[src/segment_intersection_point_core_macros.svh]
// assertion macros for the segment intersection core
// no dependencies
`ifndef SEGMENT_INTERSECTION_POINT_CORE_MACROS_SVH
`define SEGMENT_INTERSECTION_POINT_CORE_MACROS_SVH
// implication checked on every clock edge outside reset
`define SIP_ASSERT_IMP(label, clk, rst_n, ante, cons) \
  label: assert property (@(posedge clk) disable iff (!rst_n) (ante) |-> (cons)) \
    else $error("assertion failed");
// next-cycle implication
`define SIP_ASSERT_NXT(label, clk, rst_n, ante, cons) \
  label: assert property (@(posedge clk) disable iff (!rst_n) (ante) |=> (cons)) \
    else $error("assertion failed");
`endif

[src/sip_pkg.sv]
// shared constants for the segment intersection core
// no dependencies
`timescale 1ns / 1ps
package sip_pkg;
  localparam int unsigned CoordWidth = 16;
endpackage

[src/sip_div.sv]
// pipelined restoring divider, one quotient bit per stage
// depends on sip_pkg
`timescale 1ns / 1ps
module sip_div import sip_pkg::*; #(
  parameter int unsigned NW = 2 * CoordWidth + 3,
  parameter int unsigned DW = 2 * CoordWidth + 3,
  parameter int unsigned QW = CoordWidth + 1,
  parameter int unsigned TW = 2 * CoordWidth + 1
) (
  input  logic          clk_i,
  input  logic          rst_ni,
  input  logic          valid_i,
  input  logic [NW-1:0] num_i,
  input  logic [DW-1:0] den_i,
  input  logic [TW-1:0] tag_i,
  output logic          valid_o,
  output logic [QW-1:0] quot_o,
  output logic [TW-1:0] tag_o
);
  // quotient fits QW bits, so the top NW-QW bits seed the remainder
  localparam int unsigned RW = DW + 1;
  logic [QW:0]          v_q;
  logic [RW-1:0]        rem_q [QW+1];
  logic [NW-1:0]        num_q [QW+1];
  logic [DW-1:0]        den_q [QW+1];
  logic [QW-1:0]        quo_q [QW+1];
  logic [TW-1:0]        tag_q [QW+1];

  always_ff @(posedge clk_i or negedge rst_ni) begin
    if (!rst_ni) v_q <= '0;
    else v_q <= {v_q[QW-1:0], valid_i};
  end

  always_ff @(posedge clk_i) begin
    rem_q[0] <= RW'(num_i >> QW);
    num_q[0] <= num_i;
    den_q[0] <= den_i;
    quo_q[0] <= '0;
    tag_q[0] <= tag_i;
  end

  for (genvar s = 0; s < QW; s++) begin : g_stage
    logic [RW-1:0] sh;
    logic [RW:0]   diff;
    always_comb begin
      sh   = {rem_q[s][RW-2:0], num_q[s][QW-1-s]};
      diff = {1'b0, sh} - {2'b0, den_q[s]};
    end
    always_ff @(posedge clk_i) begin
      rem_q[s+1] <= diff[RW] ? sh : diff[RW-1:0];
      quo_q[s+1] <= {quo_q[s][QW-2:0], ~diff[RW]};
      num_q[s+1] <= num_q[s];
      den_q[s+1] <= den_q[s];
      tag_q[s+1] <= tag_q[s];
    end
  end

  assign valid_o = v_q[QW];
  assign quot_o  = quo_q[QW];
  assign tag_o   = tag_q[QW];
endmodule

[config.mk]
export PLATFORM = sky130hd
export DESIGN_NAME = sip_div
export DESIGN_NICKNAME = d
export VERILOG_FILES = /design/src/segment_intersection_point_core_macros.svh /design/src/sip_pkg.sv /design/src/sip_div.sv
export SDC_FILE = /design/constraint.sdc
export NUM_CORES = 2
export LEC_CHECK = 0
export BUFFER_PORTS_ARGS = -buffer_cell sky130_fd_sc_hd__buf_4
export CELL_PAD_IN_SITES_DETAIL_PLACEMENT = 1
export CELL_PAD_IN_SITES_GLOBAL_PLACEMENT = 1
export CORE_MARGIN = 2
export CORE_UTILIZATION = 53
export CTS_CLUSTER_DIAMETER = 120
export DETAILED_ROUTE_END_ITERATION = 8
export GPL_TIMING_DRIVEN = 1
export PLACE_DENSITY_LB_ADDON = 0.05
export REMOVE_ABC_BUFFERS = 1
export SYNTH_ARGS = -nofsm -noshare
export SYNTH_HDL_FRONTEND = slang
export SYNTH_SLANG_ARGS = --single-unit
[constraint.sdc]
create_clock -name clk_i -period 5.4 [get_ports clk_i]
set_clock_uncertainty 0.05 [all_clocks]
set_input_delay 0.27 -clock clk_i [delete_from_list [all_inputs] [get_ports clk_i]]
set_output_delay 0.27 -clock clk_i [all_outputs]
set_load 0.01 [all_outputs]
# After elaboration in Yosys (flattened, before gate mapping)
# Memories as Yosys holds them, arrays and structs flattened.
# Cells that the tools add are included.
dict set report word_totals {
  input_bits 106
  register_bits 18
  mem_count 5
  output_inout_bits 51
  mem_bits_rw 2808
}
# name depth word_bits read_ports rd_ports_with_merged_regs wr line
set memory_table {}
lappend memory_table {rem_q 18 36 17 0 18 sip_div.sv:23} ;# logic [RW-1:0] rem_q [QW+1];
lappend memory_table {den_q 18 35 17 0 18 sip_div.sv:25} ;# logic [DW-1:0] den_q [QW+1];
lappend memory_table {num_q 18 35 17 0 18 sip_div.sv:24} ;# logic [NW-1:0] num_q [QW+1];
lappend memory_table {tag_q 18 33 18 0 18 sip_div.sv:27} ;# logic [TW-1:0] tag_q [QW+1];
lappend memory_table {quo_q 18 17 18 0 18 sip_div.sv:26} ;# logic [QW-1:0] quo_q [QW+1];
dict set report op_classes {
  n_bitwise 17
  mux 17
  n_addsub 17
}
# op n
set ops {}
lappend ops {{36-bit by 35-bit subtractor with 37-bit output} 17}
lappend ops {{36-bit 2-to-1 mux} 17}
lappend ops {{1-bit inverter} 17}

# Logic depth before layout (Yosys ltp)
dict set report depth {
  ltp_word 2
  depth_mapped 16
  mapped_depth_nobuf 15
}

# Worst setup path before layout
# No wires, ideal clock.
dict set report synth_path {
  path_kind {register to register}
  from {mem num_q[1][15] (netlist name)}
  to {mem rem_q[2][26] (netlist name)}
  path_stages_with_launch 15
  arrival_ns 3.309
  synth_period_minus_slack_ns 3.479
  n_path_buf 1
  setup_ns 0.121
  slack_ns 1.921
  cell_sequence {dfxtp_1 inv_1 ha_1 fa_1 nor2b_1 o21ai_0 a21oi_1 o2111ai_1 a2111oi_2 o21ai_1 o31ai_2 a41o_1 a211o_1 buf_4 mux2_2}
}
# element line
set synth_lines {}
lappend synth_lines {{start: declaration} sip_div.sv:24}
lappend synth_lines {{end: declaration} sip_div.sv:23}

==> metrics <==
Final period util 86.3%; Power Density 650 mW/mm²; number of fill cells 15189; global-route wire length before repair 289000 µm; drt first-iter violations 2379; failing checks DRC; Hold Crit Depth 2; Rows 139; RSZ-0062 raised after global routing false; CTS Buffer Depth 3; total track usage 23.7%; Final Setup Violations 0; number of synthesized flops with an enable pin 0; Hold Fails Final Rpt 0; Reg clk slew, reported paths 70 ps; Seq pwr share 35.4%; vias per inst 5.31; Placed Area 0.0801 mm²; worst skew pair latency 810 ps; Slew headroom 23.6%; Tmin final 4660 ps; ANT cells 0; wirelength, routed 176000 µm; Setup WS pre-CTS 774 ps; Die X 384 µm; CP endpoint kind register; area delta synth->final 15.5%; most common cell after layout, fill and taps aside dfxtp_1; IO Port Bufs 156; number of synthesized register bits 2091; DIE AREA 0.148 mm²; cells after synthesis 7467; vias in the first global route 58396; CTS tree done; DRC viols 4; initial core utilization 53.4%; share of cells above drive strength 1 9.02%; DP HPWL 120000 µm; Max Transition Viols Final 0; asr flop ratio synth 0.861%; post-synthesis cell type count 94; setup repair bufs after CTS 0; WL per Instance 17.7 µm; root buffer cell clkbuf_16; PnR worst setup slack 741 ps; Die Ht 384 µm; Core Region 0.144 mm²; syn avg cell area 10.3 µm²; Reg2Reg Depth 14; nets 8541; MaxCap Viol Count 0; sw frac 35.2%; DR vias 52678; CTS sink count 2091; # IOs 157; Crit Path Class reg2reg; crit path max fanout 40; Psw 0.0203 W; H-tree depth 4; pin count of the biggest net entering global routing 67; peak supply drop 387 µV; Logic pwr share 38.4%; Detailed Routing Iterations Pass 1 9; Seq/Total Area, Yosys 54.7%; critical path launch point type register; Static Leakage 40.9 nW; P_int 0.0373 W; f_max 215 MHz; HP Class in2reg; initial antenna violation count 0; Least-Margin Pin Slew 1120 ps; Synth warnings 0; Syn Std Cell Area 0.0767 mm²; GP Congestion 0.908; arrival time at the worst endpoint 5290 ps; clock buffer count from CTS 203; ANT nets after route 0; Clock Power Share 26.2%; Pwr Total 0.0576 W; Worst EP required 6030 ps; final instance area 0.0885 mm²; setup TNS 0 ps; most frequent cells in the layout 2073 x dfxtp_1, 717 x inv_1, 578 x ha_1; Main synth FF type dfxtp_1; status complete, but fails checks; grt ovf 0
per-layer routing:
layer | vias to the layer above | part of all wire [%] | wire [µm] | global-route usage, %
met1 | 25225 | 39 | 68400 | 24.2
met2 | 815 | 54 | 95500 | 47.3
met3 | 452 | 2.5 | 4350 | 3.26
met5 | - | 0 | 0 | 0
li1 | 26186 | - | - | -
met4 | 0 | 4.1 | 7220 | 10.2
area by class of cell:
| class | instances | area [µm²] | share of cell area, % |
|---|---|---|---|
| flip-flops and latches | 2091 | 42000 | 47.4 |
| multi-input cells | 4518 | 31500 | 35.6 |
| clock buffers | 295 | 5940 | 6.71 |
| inverters | 717 | 2690 | 3.04 |
| repair buffers | 310 | 2660 | 3.00 |
| well taps | 1903 | 2380 | 2.69 |
| clock inverters | 82 | 1400 | 1.58 |
Yosys cell counts (26+ instances only):
cell type	instances	area share, %
a211oi_1	42	0.41
a21o_1	250	2.4
a21oi_1	543	3.5
a31oi_1	53	0.43
and3_1	46	0.38
clkbuf_1	103	0.50
dfxtp_1	2073	54
ha_1	578	9.4
inv_1	717	3.5
mux2_2	119	1.7
nand2_1	569	2.8
nand2b_1	90	0.73
nand3_1	92	0.60
nand4_1	58	0.47
nor2_1	359	1.8
nor2b_1	70	0.57
nor3_1	67	0.44
o21a_1	74	0.72
o21ai_0	520	3.4
o21bai_1	47	0.46
o31ai_1	49	0.48
or3_1	26	0.21
xnor2_1	260	3.0
xor2_1	193	2.2
state kept, by name (all words and copies together) (netlist names):
name and count:
tag_q 594, v_q 18, rem_q 561, quo_q 153, den_q 595, num_q 170
cells by family (layout without fill, tap and decap cells):
| group | Yosys count | count (layout) | synth area share, % |
|---|---|---|---|
| adder cells (fa/ha/maj) | 594 | 594 | 9.85 |
| flip-flops | 2091 | 2091 | 54.7 |
| other | 1 | 8 | 0.00489 |
| XOR/XNOR | 453 | 453 | 5.17 |
| buffers and inverters | 865 | 1404 | 4.33 |
| AND/OR/NAND/NOR | 1483 | 1483 | 8.95 |
| AO/OA/AOI/OAI | 1833 | 1833 | 14.8 |
| multiplexers | 147 | 147 | 2.15 |
metrics by stage:
stage	utilization (%)	hold slack, ps	cells
after floorplan	-	-75.6	7326
after global placement	55.7	91.0	9426
after detailed placement	55.7	103	9426
after CTS	61.6	0.0646	9916
after global routing	61.6	19.2	9916
final	61.6	56.0	9916
worst max-delay path, stage by stage, from the launching register on:
cell and delay, ps:
dfxtp_1 320, inv_1 60, ha_1 230, fa_1 430
nor2b_1 140, o21ai_0 130, a21oi_1 300, o2111ai_1 360
a2111oi_2 470, o21ai_1 230, o31ai_2 490, a41o_1 290
a211o_1 140, buf_4 440, mux2_2 410
final timing paths:
check                        startpoint           end  slack [ps]
max in group asynchronous        rst_ni        v_q[1]        4150
hold / removal                num_i[22]  num_q[0][22]          60
hold reg to reg            tag_q[0][31]  tag_q[1][31]         260
setup / recovery           num_q[1][15]  rem_q[2][11]         740
min in group asynchronous        rst_ni       v_q[15]         620
setup reg to reg           num_q[1][15]  rem_q[2][11]         740
what timing repair did:
action | 4_1_cts | 5_1_grt
resized for setup | 0 | 0
endpoints found under the hold margin | 122 | 0
hold buffers | 113 | 0
power groups by stage:
stage          logic, W  clock network [W]  registers (W)
2_1_floorplan    0.0165                  0         0.0200
3_3_place_gp     0.0207                  0         0.0205
3_5_place_dp     0.0215                  0         0.0206
4_1_cts          0.0221             0.0154         0.0204
5_1_grt          0.0248             0.0161         0.0207
6_report         0.0221             0.0151         0.0204
No activity file was read; power rests on OpenSTA's default activity.
